`src/sv/assert_macros.svh`:
```
// ----------------------------------------------------------------------------
// assert_macros.svh
// concurrent assertion helpers shared by the rtl
// ----------------------------------------------------------------------------
`ifndef ASSERT_MACROS_SVH
`define ASSERT_MACROS_SVH

// same-cycle implication
`define ASSERT_IMP(lbl, clk, rst, ante, cons) \
  lbl: assert property (@(posedge clk) disable iff (rst) (ante) |-> (cons)) \
    else $error("assertion failed");

// next-cycle implication
`define ASSERT_NXT(lbl, clk, rst, ante, cons) \
  lbl: assert property (@(posedge clk) disable iff (rst) (ante) |=> (cons)) \
    else $error("assertion failed");

`endif

```
`src/sv/hdbn_pkg.sv`:
```
// ----------------------------------------------------------------------------
// hdbn_pkg
// types and symbol codes for the hdbn line encoder
// ----------------------------------------------------------------------------
`default_nettype none

package hdbn_pkg;

  localparam logic signed [1:0] SYM_ZERO = 2'sb00;
  localparam logic signed [1:0] SYM_POS  = 2'sb01;
  localparam logic signed [1:0] SYM_NEG  = 2'sb11;

  // one stage of the symbol delay line
  typedef struct packed {
    logic              valid;
    logic              eom;
    logic signed [1:0] sym;
  } cell_t;

  // encoder head result for the current item
  typedef struct packed {
    logic signed [1:0] sym;
    logic              bal;
  } enc_t;

endpackage

`default_nettype wire

```
`src/sv/hdbn_if.sv`:
```
// ----------------------------------------------------------------------------
// hdbn_if
// valid/ready channels for data bits in and line symbols out
// ----------------------------------------------------------------------------
`default_nettype none

interface hdbn_in_if;
  logic valid;
  logic ready;
  logic data_bit;
  logic last_bit;

  modport source (output valid, output data_bit, output last_bit, input ready);
  modport sink (input valid, input data_bit, input last_bit, output ready);
endinterface

interface hdbn_out_if;
  logic              valid;
  logic              ready;
  logic signed [1:0] line_symbol;
  logic              end_of_message;

  modport source (output valid, output line_symbol, output end_of_message, input ready);
  modport sink (input valid, input line_symbol, input end_of_message, output ready);
endinterface

`default_nettype wire

```
`src/sv/hdbn_cell.sv`:
```
// ----------------------------------------------------------------------------
// hdbn_cell
// one stage of the symbol delay line, loads from its neighbour (the tail cell from the encoder) on shift
// ----------------------------------------------------------------------------
`default_nettype none

module hdbn_cell (
  input  wire logic          clk,
  input  wire logic          rst,
  input  wire logic          shift,
  input  wire hdbn_pkg::cell_t d,
  output hdbn_pkg::cell_t    q
);

  always_ff @(posedge clk) begin
    if (rst) begin
      q.valid <= 1'b0;
    end else if (shift) begin
      q.valid <= d.valid;
    end
    if (shift) begin
      q.eom <= d.eom;
      q.sym <= d.sym;
    end
  end

endmodule

`default_nettype wire

```
`src/sv/hdbn_enc.sv`:
```
// ----------------------------------------------------------------------------
// hdbn_enc
// head of the chain: pulse polarity, zero run count and violation choice
// ----------------------------------------------------------------------------
`default_nettype none

module hdbn_enc #(
  parameter int MAX_ZEROS = 2
) (
  input  wire logic    clk,
  input  wire logic    rst,
  input  wire logic    step,
  input  wire logic    data_bit,
  input  wire logic    last_bit,
  input  wire logic    prior_viol,
  output hdbn_pkg::enc_t res
);

  localparam int ZW = $clog2(MAX_ZEROS + 1);

  logic [ZW-1:0] zero_run, zero_run_next;
  logic          next_pos, next_pos_next;
  logic          last_viol, last_viol_next;
  logic          at_start;
  logic          lv_eff;
  logic          viol_pos;

  always_comb begin
    lv_eff         = at_start ? prior_viol : last_viol;
    viol_pos       = !lv_eff;
    res.sym        = hdbn_pkg::SYM_ZERO;
    res.bal        = 1'b0;
    zero_run_next  = zero_run;
    next_pos_next  = next_pos;
    last_viol_next = lv_eff;
    if (data_bit) begin
      res.sym       = next_pos ? hdbn_pkg::SYM_POS : hdbn_pkg::SYM_NEG;
      next_pos_next = !next_pos;
      zero_run_next = '0;
    end else if (zero_run == ZW'(MAX_ZEROS)) begin
      res.sym        = viol_pos ? hdbn_pkg::SYM_POS : hdbn_pkg::SYM_NEG;
      res.bal        = (!next_pos) != viol_pos;
      next_pos_next  = !viol_pos;
      last_viol_next = viol_pos;
      zero_run_next  = '0;
    end else begin
      zero_run_next = zero_run + ZW'(1);
    end
  end

  always_ff @(posedge clk) begin
    if (rst) begin
      zero_run  <= '0;
      next_pos  <= 1'b1;
      last_viol <= 1'b0;
      at_start  <= 1'b1;
    end else if (step) begin
      if (last_bit) begin
        zero_run <= '0;
        next_pos <= 1'b1;
        at_start <= 1'b1;
      end else begin
        zero_run <= zero_run_next;
        next_pos <= next_pos_next;
        at_start <= 1'b0;
      end
      last_viol <= last_viol_next;
    end
  end

endmodule

`default_nettype wire

```
`src/sv/hdbn_line_encoder_top.sv`:
```
// ----------------------------------------------------------------------------
// hdbn_line_encoder_top
// hdbn line encoder: data bits in, ternary line symbols out
// ----------------------------------------------------------------------------
// one item per cycle unless the output stalls or the line drains; a symbol leaves
// MAX_ZEROS items after its bit, set by the MAX_ZEROS-cell delay line, and then
// passes through the output register; an item with last_bit set drains the line,
// and no item is taken until its symbol has left the last cell
// reset: line empty, start state, prior violation register cleared to 0
`default_nettype none
`include "assert_macros.svh"

module hdbn_line_encoder_top #(
  parameter int MAX_ZEROS = 2
) (
  input  wire logic   clk,
  input  wire logic   rst,
  input  wire logic   cfg_we,
  input  wire logic   cfg_wdata,
  hdbn_in_if.sink     bit_in,
  hdbn_out_if.source  sym_out
);

  logic            prior_viol;
  logic            draining;
  logic            out_free;
  logic            acc;
  logic            drain_shift;
  logic            shift;
  logic            drain_done;
  hdbn_pkg::enc_t  enc;
  hdbn_pkg::cell_t new_cell;
  hdbn_pkg::cell_t chain [MAX_ZEROS];

  always_ff @(posedge clk) begin
    if (rst) begin
      prior_viol <= 1'b0;
    end else if (cfg_we) begin
      prior_viol <= cfg_wdata;
    end
  end

  assign out_free     = !sym_out.valid || sym_out.ready;
  assign bit_in.ready = !draining && (out_free || !chain[0].valid);
  assign acc          = bit_in.valid && bit_in.ready;
  assign drain_shift  = draining && out_free;
  assign shift        = acc || drain_shift;
  assign drain_done   = drain_shift && chain[0].valid && chain[0].eom;

  hdbn_enc #(.MAX_ZEROS(MAX_ZEROS)) u_enc (
    .clk        (clk),
    .rst        (rst),
    .step       (acc),
    .data_bit   (bit_in.data_bit),
    .last_bit   (bit_in.last_bit),
    .prior_viol (prior_viol),
    .res        (enc)
  );

  always_comb begin
    new_cell.valid = acc;
    new_cell.eom   = bit_in.last_bit;
    new_cell.sym   = enc.sym;
  end

  for (genvar i = 0; i < MAX_ZEROS; i++) begin : g_cell
    if (i == MAX_ZEROS - 1) begin : g_tail
      hdbn_cell u_cell (
        .clk(clk), .rst(rst), .shift(shift), .d(new_cell), .q(chain[i])
      );
    end else begin : g_mid
      hdbn_cell u_cell (
        .clk(clk), .rst(rst), .shift(shift), .d(chain[i+1]), .q(chain[i])
      );
    end
  end

  always_ff @(posedge clk) begin
    if (rst) begin
      draining <= 1'b0;
    end else if (acc && bit_in.last_bit) begin
      draining <= 1'b1;
    end else if (drain_done) begin
      draining <= 1'b0;
    end
  end

  always_ff @(posedge clk) begin
    if (rst) begin
      sym_out.valid <= 1'b0;
    end else if (shift && chain[0].valid) begin
      sym_out.valid <= 1'b1;
    end else if (sym_out.ready) begin
      sym_out.valid <= 1'b0;
    end
  end

  always_ff @(posedge clk) begin
    if (shift && chain[0].valid) begin
      // balancing pulse over the first zero of the run
      sym_out.line_symbol    <= (acc && enc.bal) ? enc.sym : chain[0].sym;
      sym_out.end_of_message <= chain[0].eom;
    end
  end

  `ASSERT_IMP(a_no_take_in_drain, clk, rst, draining, !bit_in.ready)
  `ASSERT_NXT(a_last_starts_drain, clk, rst, acc && bit_in.last_bit, draining)
  `ASSERT_NXT(a_drain_ends_eom, clk, rst, drain_done,
              !draining && sym_out.valid && sym_out.end_of_message)

endmodule

`default_nettype wire
```
`src/flat_wrapper.sv`:
```
// flat-port wrapper written by rule: the top's interface ports become plain ports
module hdbn_line_encoder_top_flat 
#(
  parameter int MAX_ZEROS = 2
)
  (clk, rst, cfg_we, cfg_wdata, bit_in_valid, bit_in_data_bit, bit_in_last_bit, bit_in_ready, sym_out_valid, sym_out_line_symbol, sym_out_end_of_message, sym_out_ready);
  hdbn_in_if bit_in_i ();
  hdbn_out_if sym_out_i ();
  input  wire logic clk;
  input  wire logic rst;
  input  wire logic cfg_we;
  input  wire logic cfg_wdata;
  input wire logic [$bits(bit_in_i.valid)-1:0] bit_in_valid;
  input wire logic [$bits(bit_in_i.data_bit)-1:0] bit_in_data_bit;
  input wire logic [$bits(bit_in_i.last_bit)-1:0] bit_in_last_bit;
  output wire logic [$bits(bit_in_i.ready)-1:0] bit_in_ready;
  output wire logic [$bits(sym_out_i.valid)-1:0] sym_out_valid;
  output wire logic [$bits(sym_out_i.line_symbol)-1:0] sym_out_line_symbol;
  output wire logic [$bits(sym_out_i.end_of_message)-1:0] sym_out_end_of_message;
  input wire logic [$bits(sym_out_i.ready)-1:0] sym_out_ready;
  assign bit_in_i.valid = bit_in_valid;
  assign bit_in_i.data_bit = bit_in_data_bit;
  assign bit_in_i.last_bit = bit_in_last_bit;
  assign bit_in_ready = bit_in_i.ready;
  assign sym_out_valid = sym_out_i.valid;
  assign sym_out_line_symbol = sym_out_i.line_symbol;
  assign sym_out_end_of_message = sym_out_i.end_of_message;
  assign sym_out_i.ready = sym_out_ready;
  hdbn_line_encoder_top #(.MAX_ZEROS(MAX_ZEROS)) u_core (.clk(clk), .rst(rst), .cfg_we(cfg_we), .cfg_wdata(cfg_wdata), .bit_in(bit_in_i), .sym_out(sym_out_i));
endmodule
```
`config.mk`:
```
export PLATFORM = sky130hd
export DESIGN_NAME = hdbn_line_encoder_top_flat
export DESIGN_NICKNAME = d
export VERILOG_FILES = /design/src/sv/hdbn_pkg.sv /design/src/sv/hdbn_if.sv /design/src/sv/hdbn_cell.sv /design/src/sv/hdbn_enc.sv /design/src/sv/hdbn_line_encoder_top.sv /design/src/flat_wrapper.sv
export VERILOG_INCLUDE_DIRS = /design/src /design/src/sv
export SDC_FILE = /design/constraint.sdc
export NUM_CORES = 1
export LEC_CHECK = 0
export ABC_AREA = 1
export BUFFER_PORTS_ARGS = -buffer_cell sky130_fd_sc_hd__buf_2
export CAP_MARGIN = 30
export CELL_PAD_IN_SITES_DETAIL_PLACEMENT = 1
export CELL_PAD_IN_SITES_GLOBAL_PLACEMENT = 1
export CORE_MARGIN = 1.5
export CORE_UTILIZATION = 36
export CTS_CLUSTER_SIZE = 14
export DETAILED_ROUTE_END_ITERATION = 10
export PLACE_DENSITY = 0.7
export REMOVE_ABC_BUFFERS = 1
export SYNTH_ARGS = -nofsm -noshare
export SYNTH_HDL_FRONTEND = slang
export SYNTH_SLANG_ARGS = --single-unit
```
`constraint.sdc`:
```
create_clock -name clk -period 1.1 [get_ports clk]
set_input_delay 0 -clock clk [delete_from_list [all_inputs] [get_ports clk]]
set_output_delay 0 -clock clk [all_outputs]
set_load 0.05 [all_outputs]
```
==> results of run 1 <==
==> area by class of cell <==
type | instances | area [sq um] | area share
Timing Repair Buffer | 30 | 211.5 | 0.1744
Clock buffer | 3 | 22.52 | 0.01858
Sequential cell | 19 | 483.0 | 0.3983
Multi-Input combinational cell | 64 | 397.9 | 0.3282
Clock inverter | 1 | 5.005 | 0.004128
Tap cell | 28 | 35.03 | 0.02890
Inverter | 14 | 57.56 | 0.04747
==> per-layer routing <==
layer / GRT usage / up-vias
met2: 0.3077 / 12
met5: 0 / -
met1: 0.1967 / 360
met3: 0.05263 / 4
met4: 0.06579 / 0
li1: - / 383
==> cell families (layout without fill, tap and decap cells) <==
family          after synthesis  count (layout)  synth area share
fa+ha+maj                     1               1           0.01486
simple gates                 51              51            0.2764
flops                        19              19            0.5587
buf+inv                      14              48           0.06538
compound gates               12              12           0.08469
==> power groups by stage <==
stage / logic (mW) / registers (mW) / clock network [mW]
floorplan: 0.120 / 0.843 / 0
global placement: 0.220 / 0.831 / 0
detailed placement: 0.227 / 0.834 / 0
CTS: 0.257 / 0.820 / 0.374
global route: 0.327 / 0.833 / 0.399
finish: 0.300 / 0.828 / 0.355
==> stage by stage <==
step / cells / power (mW) / cell area [sq um]
after CTS: 158 / 1.450 / 1124
after detailed placement: 147 / 1.060 / 1012
after global placement: 147 / 1.051 / 1012
after floorplan: 97 / 0.9631 / 842.1
after global routing: 159 / 1.559 / 1212
final: 159 / 1.483 / 1212
==> cells in the final DEF (no fill, tap or decap), types with 2 or more instances in the layout <==
cell | netlist | final
nand2_2 | 4 | 13
a21oi_2 | 1 | 2
dfxtp_1 | 10 | 2
buf_4 | 0 | 14
nor2_2 | 2 | 2
inv_2 | 3 | 6
nor2_1 | 10 | 9
o21ai_2 | 0 | 2
dlygate4sd3_1 | 0 | 4
clkbuf_4 | 0 | 3
dfxtp_2 | 0 | 7
nand3_1 | 5 | 4
nand2_4 | 0 | 3
buf_2 | 0 | 11
edfxtp_1 | 9 | 9
a21oi_1 | 6 | 5
inv_1 | 9 | 6
nand3_2 | 1 | 2
inv_4 | 1 | 2
o21ai_1 | 3 | 2
nand2_1 | 28 | 16
==> worst max-delay path, stage by stage, from the launching register on <==
cell and delay, ns:
dfxtp_4 0.40, inv_4 0.06, nand2_4 0.07, nand2_4 0.06
ha_4 0.16, nand2_2 0.08, o21ai_2 0.07, nand3_1 0.07
nand2_1 0.06
==> registers in the layout (all words and copies together), names as in the netlist <==
register and count:
u_core.g_cell.g_mid.u_cell.q 4, u_core.g_cell.g_tail.u_cell.q 4, u_core.sym_out.line_symbol 2, u_core.u_enc.zero_run 2, u_core.draining 1, u_core.prior_viol 1
u_core.sym_out.end_of_message 1, u_core.sym_out.valid 1, u_core.u_enc.at_start 1, u_core.u_enc.last_viol 1, u_core.u_enc.next_pos 1
==> what timing repair did <==
action / 4_1_cts / 5_1_grt
gates cloned: 0 / 0
setup endpoints to repair: 7 / 17
buffers inserted: 3 / 1
hold buffers: 4 / 0
resized for setup: 12 / 28
pin swaps: 4 / 9
hold endpoints to repair: 8 / 0
==> worst min path at each step <==
stage                                from                                             to  slack [ns]  cells past startpoint
after floorplan                       rst                   u_core.draining$_SDFFE_PP0P_        0.06                      1
after global placement          cfg_wdata                 u_core.prior_viol$_SDFFE_PP0P_        0.22                      3
after detailed placement  bit_in_last_bit  u_core.g_cell[1].g_tail.u_cell.q[2]$_DFFE_PP_        0.25                      1
after CTS                   sym_out_ready              u_core.sym_out.valid$_SDFFE_PP0P_        0.04                      4
after global routing        sym_out_ready              u_core.sym_out.valid$_SDFFE_PP0P_        0.03                      4
final                       sym_out_ready              u_core.sym_out.valid$_SDFFE_PP0P_        0.01                      4
==> impl_metrics.json, run 1 <==
{
  "irDropWorstVdd_mv": 0.8746,
  "power_frac_seq": 0.559,
  "drt_first_iter_violations": 6,
  "num_vias": 759,
  "ys_ff_latch": 19,
  "violations": "negative setup slack",
  "ys.flop_type": "dfxtp_1",
  "syn2layout_area_growth_pct": 43.98,
  "antenna_left": 0,
  "synthTopCellsByArea": "edfxtp_1 32%, dfxtp_1 24%, nand2_1 12%",
  "synth_top_cell_area_share": 0.3210,
  "seq_area_frac_synth": 0.5587,
  "status": "finished, violations left",
  "reg2reg_depth": 8,
  "synth_most_common_cell": "nand2_1",
  "top_layer_used": "met4",
  "dr_wl_met3_um": 59,
  "worst_ep_arrival_time_ns": 1.32,
  "clockPowerShare": 0.239,
  "route.detailed.drc": 0,
  "die_area_sq_um": 2638,
  "avgSynthCellArea_sq_um": 8.681,
  "maxCapViolCount": 0,
  "max_freq_mhz": 798.2,
  "drt-met1-wl_um": 935,
  "slew_headroom": 0.8352,
  "fin_crit_ns": 1.253,
  "rsz0062_at_grt": "yes",
  "intPower_mw": 1.062,
  "htreeDepth": 1,
  "tns_ns": -0.3128,
  "synth_cell_types": 19,
  "tightest_slew_ns": 0.2489,
  "die_h_um": 51.37,
  "grt_max_degree": 12,
  "ys_warn_count": 0,
  "hold_viol_final": 0,
  "grt_pass1_wl_um": 3291,
  "fp-row-count": 17,
  "fp.coreArea_sq_um": 2212,
  "dp_hpwl_um": 1426,
  "p_sw_mw": 0.4208,
  "cp-start-kind": "flop",
  "ys_top_cells_by_count": "28 x nand2_1, 10 x dfxtp_1, 10 x nor2_1",
  "drive_above_1_share": 0.5649,
  "clock-sinks": 19,
  "fillers": 267,
  "num_antenna_cells": 0,
  "crit_path_end": "u_core.sym_out.line_symbol[1]$_DFFE_PP_",
  "start_util": 0.3807,
  "port_buffers": 12,
  "drv_slew": 0,
  "wl_um": 2215,
  "clock_latency_ns": 0.30,
  "r2r_slack_ns": -0.15,
  "required_ns": 1.17,
  "dp_slack_ns": -0.1479,
  "power.leakage_nw": 0.5478,
  "viasPerCell": 4.774,
  "rr_startpoint": "u_core.u_enc.at_start$_SDFFE_PP1P_",
  "crit_path_start": "u_core.u_enc.at_start$_SDFFE_PP1P_",
  "cts_tree": "done",
  "gr-total-overflow": 0,
  "first_pass_iters": 4,
  "nNetsFinal": 141,
  "antenna_found_initial": 0,
  "synth-edff-count": 9,
  "cts_made_buffers": 3,
  "synth_top_area_cell": "edfxtp_1",
  "worst_setup_path_end_kind": "flop",
  "ios": 13,
  "setup-violations-final": 5,
  "hold_ws_ns": 0.01240,
  "cp_max_fo": 3,
  "ctsLongestPathBuffers": 2,
  "clock_skew_ns": 0.001746,
  "synthesis.area_sq_um": 842.1,
  "hp-class": "input port to flop",
  "synthArstFlopShare": 0,
  "clk_pin_slew_worst_paths_ns": 0.11,
  "p_sw_frac": 0.2838,
  "pwr-share-comb": 0.202,
  "netlist_instances": 97,
  "fp.dieW_um": 51.37,
  "crit-reg2reg-capture": "u_core.sym_out.line_symbol[1]$_DFFE_PP_",
  "setup_ws_ns": -0.1528,
  "clock-root-buffer": "clkbuf_4",
  "routedWlPerCell_um": 13.93,
  "place_congestion": 0.7067,
  "grt_use_total": 0.1748,
  "powerDensity_nw_per_um2": 1223,
  "timing.final.crit_share": 1.139,
  "wl_met2_um": 1194,
  "critical_path_class": "flop to flop",
  "grt_pass1_vias": 748,
  "final_util": 0.5481
}
No activity file was read; power rests on OpenSTA's default activity.
==> run 2: changes to the inputs <==
==> constraint.sdc (replaced) <==
create_clock -name clk -period 1.1 [get_ports clk]
set_input_delay 0.11 -clock clk [delete_from_list [all_inputs] [get_ports clk]]
set_output_delay 0.11 -clock clk [all_outputs]
set_load 0.05 [all_outputs]
==> run 2 against run 1 <==
  * The flow still finishes with violations (negative setup slack)
  * Sequential power about the same
  * Non-clock buffer count decreased by 3
  * Critical path depth did not move
  * Hold slack improved by 0.038 ns
  * Setup slack improved by 0.071 ns
  * Die area unchanged
==> impl_metrics.json, run 2 (same netlist as run 1, synthesis figures left out) <==
{
  "status": "finished, violations left",
  "violations": "negative setup slack",
  "fin_area_sq_um": 1190,
  "cts_tree": "done",
  "port_buffers": 12,
  "first_pass_iters": 4,
  "syn2layout_area_growth_pct": 41.31,
  "final_cell_mix": "18 x nand2_1, 14 x buf_4, 11 x nand2_2",
  "num_vias": 733,
  "setup_ws_ns": -0.08185,
  "worst_ep_arrival_time_ns": 1.25,
  "p_sw_mw": 0.4126,
  "timing.final.crit_share": 1.074,
  "fin_crit_ns": 1.182,
  "fp.dieW_um": 51.37,
  "pwr-share-comb": 0.195,
  "slew_headroom": 0.8352,
  "grt_pass1_vias": 733,
  "dp_hpwl_um": 1426,
  "clock_latency_ns": 0.30,
  "grt_use_total": 0.1742,
  "max_freq_mhz": 846.1,
  "cp-start-kind": "flop",
  "grt_max_degree": 12,
  "clockPowerShare": 0.240,
  "irDropWorstVdd_mv": 0.8703,
  "ios": 13,
  "wl_um": 1983,
  "grt_pass1_wl_um": 3256,
  "nNetsFinal": 138,
  "critical_path_class": "flop to flop",
  "rsz0062_at_grt": "yes",
  "antenna_found_initial": 0,
  "clk_pin_slew_worst_paths_ns": 0.11,
  "routedWlPerCell_um": 12.71,
  "p_sw_frac": 0.2813,
  "crit_top_cell": "nand2_4",
  "start_util": 0.3807,
  "path_cells": "inv_4 -> nand2_4 -> nand2_4 -> ha_4 -> nand2_2 -> o21ai_2 -> nand3_1 -> nand2_1",
  "fp.coreArea_sq_um": 2212,
  "top_regs": "u_core.g_cell.g_mid.u_cell.q x4, u_core.g_cell.g_tail.u_cell.q x4",
  "cts_made_buffers": 3,
  "die_area_sq_um": 2638,
  "worst_setup_path_end_kind": "flop",
  "gr-total-overflow": 0,
  "viasPerCell": 4.699,
  "die_h_um": 51.37,
  "final_common_cell": "nand2_1",
  "setup-violations-final": 4,
  "maxCapViolCount": 0,
  "hold_viol_final": 0,
  "fp-row-count": 17,
  "cp_max_fo": 3,
  "drv_slew": 0,
  "power_mw": 1.467,
  "required_ns": 1.17,
  "tightest_slew_ns": 0.2489,
  "num_antenna_cells": 0,
  "place_inst": 147,
  "drt_first_iter_violations": 4,
  "clock-root-buffer": "clkbuf_4",
  "max_stage_delay_ns": 0.40,
  "power_frac_seq": 0.565,
  "power.leakage_nw": 0.5373,
  "powerDensity_nw_per_um2": 1233,
  "place_congestion": 0.7067,
  "hp-class": "input port to flop",
  "drive_above_1_share": 0.5703,
  "clock-sinks": 19,
  "ctsLongestPathBuffers": 2,
  "placed_cell_area_sq_um": 1012,
  "htreeDepth": 1,
  "final_util": 0.5379,
  "clock_skew_ns": 0.002802,
  "dp_slack_ns": -0.1479,
  "antenna_left": 0,
  "intPower_mw": 1.054,
  "route.detailed.drc": 0,
  "instances_no_fill": 156,
  "slowest_stage": "dfxtp_4"
}
run 2: metrics by stage:
step	hold WS, ns	TNS (ns)
CTS	0.03370	-0.1827
detailed placement	0.3600	-0.3555
global placement	0.3324	-0.1603
floorplan	0.1724	-4.353
global route	0.02975	-0.5805
finish	0.05023	-0.1793
run 2: worst max-delay path: cells and delay by family (launching register included):
| family | cells | cell delay (ns) |
|---|---|---|
| flip-flops | 1 | 0.40 |
| AND/OR/NAND/NOR | 5 | 0.28 |
| adder cells (fa/ha/maj) | 1 | 0.15 |
| AO/OA/AOI/OAI | 1 | 0.06 |
| buffers and inverters | 1 | 0.05 |
run 2: final cells by class:
type | instances | area [sq um]
multi-input combinational | 64 | 400.4
timing repair buffer | 27 | 185.2
inverter | 14 | 58.81
tap | 28 | 35.03
sequential | 19 | 483.0
clock buffer | 3 | 22.52
clock inverter | 1 | 5.005
fill | 262 | 1022
run 2: power by group through the flow:
stage               registers, mW  logic [mW]  clock network [mW]
floorplan                   0.843       0.120                   0
global placement            0.831       0.220                   0
detailed placement          0.834       0.227                   0
CTS                         0.820       0.252               0.374
global route                0.833       0.318               0.397
finish                      0.829       0.286               0.353
run 2: layer usage:
layer	routed length (um)	global-route usage	vias up	part of all wire
met1	859	0.1985	342	0.43
met5	0	0	-	0
met2	1002	0.3034	12	0.51
met3	69	0.05263	4	0.035
li1	-	-	375	-
met4	51	0.06579	0	0.026
run 2: timing repair:
action	4_1_cts	5_1_grt
setup buffers	4	2
gates resized for setup	15	26
endpoints found under the setup margin	7	16
hold buffers	0	0
pin swaps	5	8
run 2: path summary, 6_finish.rpt:
path | startpoint | end | slack (ns) | depth (start not counted)
max | u_core.u_enc.at_start$_SDFFE_PP1P_ | u_core.sym_out.line_symbol[1]$_DFFE_PP_ | -0.08 | 8
min | bit_in_last_bit | u_core.g_cell[1].g_tail.u_cell.q[2]$_DFFE_PP_ | 0.05 | 1
max reg2reg | u_core.u_enc.at_start$_SDFFE_PP1P_ | u_core.sym_out.line_symbol[1]$_DFFE_PP_ | -0.08 | 8
min reg2reg | u_core.g_cell[1].g_tail.u_cell.q[0]$_DFFE_PP_ | u_core.g_cell[0].g_mid.u_cell.q[0]$_DFFE_PP_ | 0.43 | 0
==> run 3: changes to the inputs <==
SYNTH_HIERARCHICAL = 1   (was not set)
==> run 3 against run 2 <==
  * The run still ends with negative setup slack left
  * Routed wire length is 14% higher
  * Sequential cell count stayed put
  * Sequential power is 2% higher
  * Clock skew is 0.0078 ns higher
  * Hold slack better by 0.016 ns
  * Core utilization is 2.6 points higher
  * Power is 7.6% higher
  * First-iteration DRC count is 100% higher
  * Die area is 2.0% higher
  * Synthesized cell count is 5.2% higher
  * Non-clock buffer count is 6 higher
  * Final cell count is 7.1% higher
  * Highest routed layer unchanged
==> impl_metrics.json, run 3 <==
{
  "status": "finished, violations left",
  "violations": "negative setup slack",
  "cts_hold_buf": 0,
  "p_sw_frac": 0.2955,
  "start_util": 0.3849,
  "grt_max_degree": 11,
  "dp_hpwl_um": 1611,
  "timing.final.crit_share": 1.172,
  "setup_ws_ns": -0.1889,
  "synthesis.area_sq_um": 859.6,
  "clock-root-buffer": "clkbuf_4",
  "rr_startpoint": "u_core/u_enc/at_start$_SDFFE_PP1P_",
  "synth_top_area_cell": "edfxtp_1",
  "place_congestion": 0.8453,
  "hold_ws_ns": 0.06646,
  "routedWlPerCell_um": 13.51,
  "cp-start-kind": "flop",
  "ys.flop_type": "dfxtp_1",
  "antenna_left": 0,
  "final_cell_mix": "18 x nand2_1, 16 x buf_4, 11 x buf_2, 11 x inv_1",
  "drt_first_iter_violations": 8,
  "ios": 13,
  "ctsLongestPathBuffers": 2,
  "p_sw_mw": 0.4666,
  "tns_ns": -0.6859,
  "worst_setup_path_end_kind": "flop",
  "grt_use_total": 0.1882,
  "synth-edff-count": 9,
  "instances_no_fill": 167,
  "fp.coreArea_sq_um": 2233,
  "irDropWorstVdd_mv": 0.6359,
  "max_freq_mhz": 775.9,
  "clock_latency_ns": 0.29,
  "grt_pass1_vias": 836,
  "place_inst": 156,
  "hp-class": "input port to flop",
  "cts_tree": "done",
  "drive_above_1_share": 0.5683,
  "powerDensity_nw_per_um2": 1254,
  "final_common_cell": "nand2_1",
  "wl_um": 2257,
  "dp_slack_ns": -0.2798,
  "crit_path_start": "u_core/u_enc/at_start$_SDFFE_PP1P_",
  "synth_cell_types": 16,
  "synth_most_common_cell": "nand2_1",
  "worst_ep_arrival_time_ns": 1.36,
  "tightest_slew_ns": 0.2347,
  "fin_crit_ns": 1.289,
  "synthArstFlopShare": 0,
  "num_vias": 807,
  "fp-row-count": 17,
  "clock-sinks": 19,
  "multi_input_area_sq_um": 387.9,
  "ys_warn_count": 6,
  "cp_max_fo": 3,
  "power.leakage_nw": 0.5856,
  "grt_pass1_wl_um": 3588,
  "first_pass_iters": 4,
  "synthTopCellsByArea": "edfxtp_1 31%, dfxtp_1 23%, nand2_1 12%",
  "port_buffers": 12,
  "die_h_um": 51.87,
  "clockPowerShare": 0.224,
  "required_ns": 1.17,
  "die_area_sq_um": 2690,
  "rsz0062_at_grt": "yes",
  "maxCapViolCount": 0,
  "synth_top_cell_area_share": 0.3144,
  "slew_headroom": 0.8428,
  "fillers": 272,
  "nNetsFinal": 149,
  "cts_made_buffers": 3,
  "setup-violations-final": 7,
  "pwr-share-comb": 0.242,
  "clk_pin_slew_worst_paths_ns": 0.11,
  "critical_path_class": "flop to flop",
  "viasPerCell": 4.832,
  "regArea_sq_um": 483.0,
  "fp.dieW_um": 51.87,
  "top_regs": "u_core/g_cell.g_mid.u_cell/q x4, u_core/g_cell.g_tail.u_cell/q x4",
  "ys_top_cells_by_count": "28 x nand2_1, 18 x inv_1, 10 x dfxtp_1",
  "intPower_mw": 1.112,
  "antenna_found_initial": 0,
  "htreeDepth": 1,
  "route.detailed.drc": 0,
  "gr-total-overflow": 0,
  "seq_area_frac_synth": 0.5473,
  "min_from": "bit_in_data_bit",
  "ys_ff_latch": 19,
  "num_antenna_cells": 0,
  "avgSynthCellArea_sq_um": 8.427,
  "netlist_instances": 102,
  "hold_viol_final": 0,
  "syn2layout_area_growth_pct": 46.43,
  "drv_slew": 0,
  "clock_skew_ns": 0.01057,
  "power_frac_seq": 0.534
}
## run 3: cell count changes in the layout (fill, tap and decap cells not counted), moves of 3 or more
| cell | delta |
|---|---|
| nor2_1 | -8 |
| inv_2 | +3 |
| inv_1 | +5 |
| nor2_2 | +4 |
| buf_6 | +4 |
| nand4_1 | +3 |
## run 3: cells by family after synthesis
group / count (synthesis) / share of synthesized area
simple gates: 46 / 0.2431
flops: 19 / 0.5473
compound gates: 14 / 0.09170
mux: 1 / 0.01165
fa+ha+maj: 1 / 0.01455
buf+inv: 21 / 0.09170
## run 3: worst paths after layout
| path | to | slack (ns) | depth (start not counted) |
|---|---|---|---|
| max | u_core/sym_out.line_symbol[1]$_DFFE_PP_ | -0.19 | 9 |
| max reg2reg | u_core/sym_out.line_symbol[1]$_DFFE_PP_ | -0.19 | 9 |
| min | u_core/u_enc/last_viol$_SDFFE_PP0P_ | 0.07 | 3 |
| min reg2reg | u_core/g_cell[0].g_mid.u_cell/q[2]$_DFFE_PP_ | 0.43 | 0 |
## run 3: repair_timing
item	in CTS	in global routing
endpoints found under the setup margin	8	19
cloned	0	0
pin swaps	11	12
setup buffers	5	2
gates resized for setup	30	21
## run 3: routing by layer
| metal | up-vias | wire length (um) | GRT usage |
|---|---|---|---|
| met5 | - | 0 | 0 |
| met3 | 6 | 67 | 0.03736 |
| li1 | 399 | - | - |
| met1 | 387 | 884 | 0.1855 |
| met2 | 15 | 1235 | 0.3586 |
| met4 | 0 | 70 | 0.1053 |
## run 3: through the flow
stage / power (mW) / area [sq um] / utilization
finish: 1.579 / 1259 / 0.5636
global route: 1.653 / 1259 / 0.5636
CTS: 1.548 / 1191 / 0.5333
detailed placement: 1.139 / 1060 / 0.4745
global placement: 1.126 / 1060 / 0.4745
floorplan: 1.013 / 859.6 / -
## run 3: critical path, stage by stage, from the launching register on
cell and delay [ns]:
dfxtp_2 0.34, inv_2 0.06, nand2_2 0.06, nand2_2 0.10
inv_2 0.06, ha_1 0.19, nand2_1 0.06, o21ai_1 0.08
nand2_1 0.08, nand2_1 0.04
## run 3: power groups by stage
stage / clock network, mW / logic [mW] / registers (mW)
2_1_floorplan: 0 / 0.141 / 0.872
3_3_place_gp: 0 / 0.278 / 0.847
3_5_place_dp: 0 / 0.290 / 0.849
4_1_cts: 0.366 / 0.340 / 0.842
5_1_grt: 0.386 / 0.417 / 0.851
6_report: 0.354 / 0.382 / 0.843
## run 3: area by class of cell
class                      instances  area share
sequential                        19      0.3837
multi-input combinational         62      0.3082
timing repair buffer              33      0.1928
inverter                          21     0.06660
tap                               28     0.02783
clock buffer                       4     0.02087
